<file path="config.mk">
export PLATFORM = sky130hd
export DESIGN_NAME = inverted_half_duplex_uart
export DESIGN_NICKNAME = d
export VERILOG_FILES = /design/src/ihdu_pkg.sv /design/src/ihdu_frame_ram.sv /design/src/inverted_half_duplex_uart.sv
export SDC_FILE = /design/constraint.sdc
export NUM_CORES = 1
export LEC_CHECK = 0
export BUFFER_PORTS_ARGS = -buffer_cell sky130_fd_sc_hd__buf_4
export CORE_MARGIN = 10
export CORE_UTILIZATION = 63
export CTS_CLUSTER_SIZE = 20
export DETAILED_ROUTE_END_ITERATION = 6
export HOLD_SLACK_MARGIN = 0.03
export PLACE_DENSITY = 0.81
export SYNTH_ARGS = -nofsm -noshare
export SYNTH_HDL_FRONTEND = slang
export SYNTH_SLANG_ARGS = --single-unit
</file>
<file path="constraint.sdc">
create_clock -name clk -period 6.4 [get_ports clk]
set_clock_uncertainty 0.1 [all_clocks]
set_input_delay 0.32 -clock clk [delete_from_list [all_inputs] [get_ports clk]]
set_output_delay 0.32 -clock clk [all_outputs]
set_load 0.005 [all_outputs]
</file>
<file path="src/ihdu_pkg.sv">
// ----------------------------------------------------------------------------
// ihdu_pkg
// Shared sizes, register indexes and reset values for the inverted-level
// half-duplex UART.
// ----------------------------------------------------------------------------
package ihdu_pkg;

  localparam int MAX_FRAME = 32;
  localparam int FRAME_AW  = (MAX_FRAME > 1) ? $clog2(MAX_FRAME) : 1;
  localparam int FRAME_CW  = $clog2(MAX_FRAME + 1);

  localparam logic [FRAME_CW-1:0] FRAME_FULL = FRAME_CW'(MAX_FRAME);

  localparam int BIT_TICKS_W = 16;
  localparam int TURN_TICKS_W = 20;
  localparam int TICK_W = 20;
  localparam int BIT_IDX_W = 4;
  localparam int RX_SHIFT_W = 9;

  localparam logic [BIT_IDX_W-1:0] RX_SAMPLES = 4'd9;
  localparam logic [BIT_IDX_W-1:0] TX_BITS    = 4'd11;
  localparam logic [BIT_IDX_W-1:0] DATA_BITS  = 4'd8;

  localparam logic [BIT_TICKS_W-1:0]  BIT_TICKS_RST  = 16'd2083;
  localparam logic [TURN_TICKS_W-1:0] TURN_TICKS_RST = 20'd24000;

  typedef enum logic {
    CFG_BIT_TICKS  = 1'b0,
    CFG_TURN_TICKS = 1'b1
  } cfg_idx_t;

endpackage

</file>
<file path="src/ihdu_frame_ram.sv">
// ----------------------------------------------------------------------------
// ihdu_frame_ram
// Frame byte store: one write port, one registered read port, with a
// same-cycle write forwarded to the read data.
// ----------------------------------------------------------------------------
module ihdu_frame_ram (
  input  logic                         clk,
  input  logic                         wr_en,
  input  logic [ihdu_pkg::FRAME_AW-1:0] wr_addr,
  input  logic [7:0]                   wr_data,
  input  logic [ihdu_pkg::FRAME_AW-1:0] rd_addr,
  output logic [7:0]                   rd_data
);

  logic [7:0] mem [ihdu_pkg::MAX_FRAME];

  always_ff @(posedge clk) begin
    if (wr_en) begin
      mem[wr_addr] <= wr_data;
    end
  end

  always_ff @(posedge clk) begin
    if (wr_en && (wr_addr == rd_addr)) begin
      rd_data <= wr_data;
    end else begin
      rd_data <= mem[rd_addr];
    end
  end

endmodule

</file>
<file path="src/inverted_half_duplex_uart.sv">
// ----------------------------------------------------------------------------
// inverted_half_duplex_uart
// Single-wire UART, 8 data bits and 2 stop bits, idle low and start high.
// Receives while idle, sends a stored frame after a driven-low turnaround.
//
//   channel | direction | handshake             | payload
//   in      | in        | in_valid / in_ready   | line_in action send_byte send_last
//   out     | out       | out_valid / out_ready | line_out line_drive rx_valid rx_byte
//           |           |                       | rx_stop_error busy_res push_rejected tx_done
//   cfg     | in        | cfg_valid / cfg_ready | cfg_index cfg_data
//
// One beat in per cycle unless the output stalls, one registered result per beat.
// The frame store read for the next byte is issued from the next send index
// as each input beat is taken, so the transmit level is ready on every tick.
// A stalled output register holds its beat and blocks input; cfg is always ready.
// Synchronous reset restores the register defaults and an idle, armed receiver.
// ----------------------------------------------------------------------------
module inverted_half_duplex_uart (
  input  logic        clk,
  input  logic        rst,
  input  logic        in_valid,
  output logic        in_ready,
  input  logic        line_in,
  input  logic        action,
  input  logic [7:0]  send_byte,
  input  logic        send_last,
  output logic        out_valid,
  input  logic        out_ready,
  output logic        line_out,
  output logic        line_drive,
  output logic        rx_valid,
  output logic [7:0]  rx_byte,
  output logic        rx_stop_error,
  output logic        busy_res,
  output logic        push_rejected,
  output logic        tx_done,
  input  logic        cfg_valid,
  output logic        cfg_ready,
  input  logic        cfg_index,
  input  logic [19:0] cfg_data
);

  typedef enum logic [1:0] {
    MODE_IDLE,
    MODE_RX,
    MODE_TURN,
    MODE_TX
  } mode_t;

  logic [ihdu_pkg::BIT_TICKS_W-1:0]  bit_ticks;
  logic [ihdu_pkg::TURN_TICKS_W-1:0] turnaround_ticks;

  mode_t                            mode, mode_next;
  logic                             prev_line;
  logic [ihdu_pkg::TICK_W-1:0]      tick_count, tick_count_next;
  logic [ihdu_pkg::BIT_IDX_W-1:0]   bit_index, bit_index_next;
  logic [ihdu_pkg::RX_SHIFT_W-1:0]  rx_shift, rx_shift_next;
  logic [ihdu_pkg::FRAME_CW-1:0]    frame_count, frame_count_next;
  logic [ihdu_pkg::FRAME_CW-1:0]    send_index, send_index_next;

  logic       step;
  logic       wr_en;
  logic [7:0] rd_data;
  logic [ihdu_pkg::FRAME_AW-1:0] rd_addr;

  logic       lvl, drive, rxv, rxe, rej, done;
  logic [7:0] rxb;

  logic [ihdu_pkg::BIT_TICKS_W-1:0] period;
  logic [ihdu_pkg::BIT_TICKS_W:0]   period_x15;
  logic [ihdu_pkg::BIT_IDX_W-1:0]   bit_m1;

  assign in_ready  = !out_valid || out_ready;
  assign step      = in_valid && in_ready;
  assign cfg_ready = 1'b1;

  assign period     = (bit_ticks == '0) ? ihdu_pkg::BIT_TICKS_W'(1) : bit_ticks;
  assign period_x15 = {1'b0, period} + {2'b0, period[ihdu_pkg::BIT_TICKS_W-1:1]};
  assign bit_m1     = bit_index - ihdu_pkg::BIT_IDX_W'(1);

  always_comb begin
    mode_next        = mode;
    tick_count_next  = tick_count;
    bit_index_next   = bit_index;
    rx_shift_next    = rx_shift;
    frame_count_next = frame_count;
    send_index_next  = send_index;
    wr_en = 1'b0;
    lvl   = 1'b0;
    drive = 1'b0;
    rxv   = 1'b0;
    rxe   = 1'b0;
    rxb   = 8'd0;
    rej   = 1'b0;
    done  = 1'b0;

    if (action) begin
      if (mode == MODE_TURN || mode == MODE_TX) begin
        rej = 1'b1;
      end else if (frame_count >= ihdu_pkg::FRAME_FULL) begin
        rej = 1'b1;
        frame_count_next = '0;
      end else begin
        wr_en = 1'b1;
        frame_count_next = frame_count + ihdu_pkg::FRAME_CW'(1);
        if (send_last) begin
          if (mode != MODE_IDLE) begin
            rej = 1'b1;
            frame_count_next = '0;
          end else begin
            mode_next       = MODE_TURN;
            tick_count_next = (turnaround_ticks == '0) ? ihdu_pkg::TICK_W'(1)
                                                       : turnaround_ticks;
            bit_index_next  = '0;
            send_index_next = '0;
          end
        end
      end
    end

    case (mode_next)
      MODE_TURN, MODE_TX: begin
        drive = 1'b1;
        if (mode_next == MODE_TX) begin
          if (bit_index_next == '0) begin
            lvl = 1'b1;
          end else if (bit_index_next <= ihdu_pkg::DATA_BITS) begin
            lvl = ~rd_data[bit_m1[2:0]];
          end
        end
        if (tick_count_next != '0) begin
          tick_count_next = tick_count_next - ihdu_pkg::TICK_W'(1);
        end
        if (tick_count_next == '0) begin
          tick_count_next = {4'b0, period};
          if (mode_next == MODE_TURN) begin
            mode_next       = MODE_TX;
            bit_index_next  = '0;
            send_index_next = '0;
          end else begin
            bit_index_next = bit_index_next + ihdu_pkg::BIT_IDX_W'(1);
            if (bit_index_next >= ihdu_pkg::TX_BITS) begin
              bit_index_next  = '0;
              send_index_next = send_index_next + ihdu_pkg::FRAME_CW'(1);
              if (send_index_next >= frame_count_next) begin
                done             = 1'b1;
                mode_next        = MODE_IDLE;
                frame_count_next = '0;
                send_index_next  = '0;
                tick_count_next  = '0;
              end
            end
          end
        end
      end
      MODE_RX: begin
        if (tick_count_next != '0) begin
          tick_count_next = tick_count_next - ihdu_pkg::TICK_W'(1);
        end
        if (tick_count_next == '0) begin
          if (bit_index_next < ihdu_pkg::RX_SAMPLES) begin
            rx_shift_next[bit_index_next] = rx_shift_next[bit_index_next] | line_in;
          end
          bit_index_next  = bit_index_next + ihdu_pkg::BIT_IDX_W'(1);
          tick_count_next = {4'b0, period};
          if (bit_index_next >= ihdu_pkg::RX_SAMPLES) begin
            rxv = 1'b1;
            if (rx_shift_next[8]) begin
              rxe = 1'b1;
            end else begin
              rxb = ~rx_shift_next[7:0];
            end
            mode_next       = MODE_IDLE;
            bit_index_next  = '0;
            tick_count_next = '0;
          end
        end
      end
      default: begin
        if (!prev_line && line_in) begin
          mode_next       = MODE_RX;
          tick_count_next = {3'b0, period_x15};
          bit_index_next  = '0;
          rx_shift_next   = '0;
        end
      end
    endcase
  end

  assign rd_addr = step ? send_index_next[ihdu_pkg::FRAME_AW-1:0]
                        : send_index[ihdu_pkg::FRAME_AW-1:0];

  ihdu_frame_ram u_frame_ram (
    .clk     (clk),
    .wr_en   (step && wr_en),
    .wr_addr (frame_count[ihdu_pkg::FRAME_AW-1:0]),
    .wr_data (send_byte),
    .rd_addr (rd_addr),
    .rd_data (rd_data)
  );

  always_ff @(posedge clk) begin
    if (rst) begin
      bit_ticks        <= ihdu_pkg::BIT_TICKS_RST;
      turnaround_ticks <= ihdu_pkg::TURN_TICKS_RST;
    end else if (cfg_valid && cfg_ready) begin
      case (cfg_index)
        ihdu_pkg::CFG_BIT_TICKS:  bit_ticks <= cfg_data[ihdu_pkg::BIT_TICKS_W-1:0];
        ihdu_pkg::CFG_TURN_TICKS: turnaround_ticks <= cfg_data;
        default: begin
        end
      endcase
    end
  end

  always_ff @(posedge clk) begin
    if (rst) begin
      mode        <= MODE_IDLE;
      prev_line   <= 1'b0;
      tick_count  <= '0;
      bit_index   <= '0;
      rx_shift    <= '0;
      frame_count <= '0;
      send_index  <= '0;
      out_valid   <= 1'b0;
    end else begin
      if (step) begin
        mode        <= mode_next;
        prev_line   <= line_in;
        tick_count  <= tick_count_next;
        bit_index   <= bit_index_next;
        rx_shift    <= rx_shift_next;
        frame_count <= frame_count_next;
        send_index  <= send_index_next;
        out_valid   <= 1'b1;
      end else if (out_ready) begin
        out_valid <= 1'b0;
      end
    end
  end

  always_ff @(posedge clk) begin
    if (step) begin
      line_out      <= lvl;
      line_drive    <= drive;
      rx_valid      <= rxv;
      rx_byte       <= rxb;
      rx_stop_error <= rxe;
      busy_res      <= (mode_next != MODE_IDLE);
      push_rejected <= rej;
      tx_done       <= done;
    end
  end

  a_frame_bound: assert property (@(posedge clk) disable iff (rst)
    frame_count <= ihdu_pkg::FRAME_FULL)
    else $error("frame count past capacity");

  a_send_in_frame: assert property (@(posedge clk) disable iff (rst)
    (mode == MODE_TX) |-> (send_index < frame_count))
    else $error("send index outside frame");

  a_rx_not_driving: assert property (@(posedge clk) disable iff (rst)
    (out_valid && rx_valid) |-> !line_drive)
    else $error("reception completed while driving");

  a_done_low: assert property (@(posedge clk) disable iff (rst)
    (out_valid && tx_done) |-> (line_drive && !line_out && !busy_res))
    else $error("done beat not driven low or still busy");

endmodule

</file>
==> metrics <==
run status finished clean; largest voltage drop on the vdd net around 0.00041 V; fmax around 0.19 GHz; Async SR Flop Fraction 0%; horizontal die dimension between 150 and 200 µm; Hold Path Depth 3; worst slew pin tran between 1 and 1.5 ns; average detailed-routed wire length per instance around 27 µm; data required time at the worst endpoint 6.74 ns; Post-synth EDFFs around 270; count of input and output buffers 53; first-pass GRT wire length between 70 and 80 mm; placed inst area 18100 µm²; crit path max fanout 12; cell area after technology mapping around 17000 µm²; fraction of final layout cells with drive strength greater than 1 approximately 16%; reported max-cap violation count 0; clk sinks between 300 and 400; power density over the cells 277 nW/µm²; hold crit path type in -> reg; share of the clock period used by the worst path after layout between 80% and 90%; starting utilization of the core area about 65%; worst hold slack after final layout 0.0484 ns; Register-to-Register Setup Slack about 1.0 ns; GR Overflow Total 0; setup violation total in the final timing report 0; worst-case clock buffer depth 3; worst setup path class reg -> reg; total number of vias between 10k and 15k; row cnt 60; CTS clock-pin slew for the worst setup and hold paths approximately 0.060 ns; Root Buffer clkbuf_16; filler instances between 1.5k and 2k; share of the synthesized area in the top cell type 46.5%; count of unresolved DRC violations after routing 0; Reg2Reg Depth 14; pin count of the biggest net entering global routing 54; Via-to-Cell Ratio between 6 and 7; category of the worst setup path launch point flop; final core utilization between 70% and 80%; Syn Nets between 1k and 1.5k; worst slew margin relative to its limit ~14%; number of distinct library cell variants in the gate-level netlist after synthesis between 80 and 90; largest cells by area after synthesis edfxtp_1, mux4_2, dfxtp_1, nand2_1, ha_1; top flip-flop cell by instance count after synthesis edfxtp_1; number of warning messages in the yosys log 0; slowest library cell on the worst path or4_4; initial antenna violation count 0; clock latency at the later pin of the worst-skew pair approximately 0.53 ns; Post-CTS Resized 0; CTS tree built; Synth Area per Inst 12.5 µm²; First-pass DRT Iterations 6; final weighted congestion in routability-driven placement approximately 1.0; num ports 55; post-synthesis register bit count 361; cell type with the highest aggregate area in the netlist edfxtp_1; final layout net count between 1.5k and 2k; end of the worst register-to-register path rx_shift[4]; number of global-route vias before repair 12.4k; DIE HEIGHT around 190 µm; endpoint with the worst hold slack out_valid; total detailed-routing wirelength about 50 mm; diodes inserted 0; Final HPWL DP approximately 33 mm; number of H-tree branching levels 2; area enclosed by the die boundary 34800 µm²; total routing resource utilization after global routing between 20 and 30%; count of final hold-check violations 0; biggest cell delay along the critical path about 0.56 ns; number of clock buffers inserted by TritonCTS 37; core region area about 27000 µm²; setup repair after global routing missed its margin false; critical path arrival 5.72 ns; number of cells produced by synthesis between 1k and 1.5k; series of cell instances along the critical path nand3b_1 > nor2_4 > mux2i_1 > ha_1 > inv_1 > a211o_1 > a222oi_1 > mux4_1 > nand2_1 > or4_4 > o21a_4 > nor2_1 > nand3_1 > o21ai_0; Antenna Nets Post-Route 0; area growth from synthesis to layout 12.3%; CP Capture Type flop; Leakage Power about 6.6 nW; final standard cell area without fillers about 20000 µm²; reg2reg start frame_count[5]; initial detailed-routing violation count roughly 1.9k; number of max-slew violations in the final report 0; crit path time final 5.38 ns; setup TNS 0 ns; Min-Delay Startpoint out_ready; register area share after synthesis around 57%
## critical path, delay by kind of cell, from the launching register on
family / cells / cell delay (ns)
AOI/OAI and AO/OA: 4 / 1.38
adders and majority gates: 1 / 0.33
buffers and inverters: 1 / 0.08
DFF: 1 / 0.38
muxes: 2 / 0.71
and+or+nand+nor: 6 / 2.32
## worst max path at each step
stage	startpoint	slack [ns]	cells past startpoint	end
after detailed placement	frame_count[5]	1.24	14	rx_shift[4]
after floorplan	mode[0]	1.69	18	tick_count[14]
after global routing	frame_count[5]	0.76	14	rx_shift[4]
after CTS	frame_count[5]	1.21	14	rx_shift[4]
after global placement	frame_count[5]	1.39	14	rx_shift[5]
final	frame_count[5]	1.02	14	rx_shift[4]
## power breakdown
part | internal (mW) | switching [mW]
combinational | 0.206 | 0.369
sequential | 2.55 | 0.0525
clock | 1.35 | 0.919
total | 4.10 | 1.34
## synth_stat cells (7+ instances only)
| library cell | count |
|---|---|
| clkbuf_1 | 52 |
| inv_1 | 39 |
| nand3_1 | 32 |
| nor2_1 | 101 |
| nand2_1 | 154 |
| a22oi_1 | 8 |
| nand2b_1 | 10 |
| buf_1 | 10 |
| or3_1 | 13 |
| o21a_1 | 7 |
| o21ai_0 | 56 |
| and2_1 | 10 |
| nor3_1 | 24 |
| o211ai_1 | 9 |
| a31oi_1 | 13 |
| xnor2_1 | 19 |
| and3_1 | 8 |
| nand4_1 | 17 |
| mux4_2 | 85 |
| nor2b_1 | 10 |
| o211a_1 | 10 |
| mux2i_1 | 17 |
| a41oi_1 | 7 |
| buf_2 | 12 |
| a21oi_1 | 96 |
| dfxtp_1 | 90 |
| nor4_1 | 21 |
| o311ai_0 | 9 |
| xor2_1 | 19 |
| edfxtp_1 | 271 |
| ha_1 | 42 |
| a211oi_1 | 8 |
## flip-flops by register name, indices dropped and copies added, names as in the netlist, named ones only
signal            count
rx_shift              9
out_valid             1
rx_byte               8
line_out              1
busy_res              1
u_frame_ram.mem     256
send_index            6
mode                  2
bit_index             4
tx_done               1
line_drive            1
turnaround_ticks     20
rx_valid              1
frame_count           6
push_rejected         1
prev_line             1
bit_ticks            16
rx_stop_error         1
tick_count           20
## routing by layer
metal / track usage, % / up-vias / share of wire (%) / routed length (µm)
met4: 11.9 / 0 / 4.5 / 2280
met2: 47.7 / 882 / 49 / 25000
met3: 4.93 / 160 / 9.3 / 4710
met1: 35.7 / 6222 / 37 / 18700
li1: - / 5496 / - / -
met5: 0 / - / 0 / 0
## metrics by stage
| stage | worst slack [ns] | total power [mW] | instances |
|---|---|---|---|
| final | 1.02 | 5.44 | 1845 |
| after global placement | 1.39 | 3.18 | 1757 |
| after detailed placement | 1.24 | 3.18 | 1757 |
| after floorplan | 1.69 | 2.99 | 1396 |
| after CTS | 1.21 | 5.43 | 1845 |
| after global routing | 0.759 | 5.58 | 1845 |
## logic make-up (layout without fill, tap and decap cells)
group / count (synthesis) / after routing / share of synthesized area [%]
AO/OA/AOI/OAI: 296 / 296 / 11.3
adder cells (fa/ha/maj): 43 / 43 / 3.12
multiplexers: 105 / 105 / 12.2
XOR/XNOR: 38 / 38 / 1.90
buffers and inverters: 117 / 194 / 2.66
other: 1 / 1 / 0.0214
flip-flops: 361 / 361 / 56.8
AND/OR/NAND/NOR: 435 / 435 / 12.0
## area by class of cell
cell class	count	area, µm²	area share (%)
well taps	372	465	2.37
inverters	40	150	0.765
clock inverters	19	248	1.26
flip-flops and latches	361	9940	50.6
multi-input cells	918	7090	36.1
clock buffers	47	1030	5.22
repair buffers	88	716	3.64
## cells in the final DEF, fill, tap and decap left out, types with 9 or more instances in the layout
| master | n |
|---|---|
| edfxtp_1 | 271 |
| nand2_1 | 154 |
| nor2_1 | 101 |
| a21oi_1 | 96 |
| dfxtp_1 | 88 |
| mux4_2 | 85 |
| buf_4 | 66 |
| o21ai_0 | 56 |
| ha_1 | 42 |
| inv_1 | 39 |
| clkbuf_16 | 39 |
| nand3_1 | 32 |
| nor3_1 | 24 |
| dlygate4sd3_1 | 22 |
| nor4_1 | 21 |
| xnor2_1 | 19 |
| xor2_1 | 19 |
| nand4_1 | 17 |
| mux2i_1 | 17 |
| a31oi_1 | 13 |
| or3_1 | 13 |
| nand2b_1 | 10 |
| nor2b_1 | 10 |
| and2_1 | 10 |
| o211a_1 | 10 |
| o211ai_1 | 9 |
| o311ai_0 | 9 |
## what timing repair did
| item | CTS | global route |
|---|---|---|
| buffers inserted | 0 | 0 |
| endpoints found under the hold margin | 38 | 0 |
| hold buffers | 22 | 0 |
No activity file was read; power rests on OpenSTA's default activity.
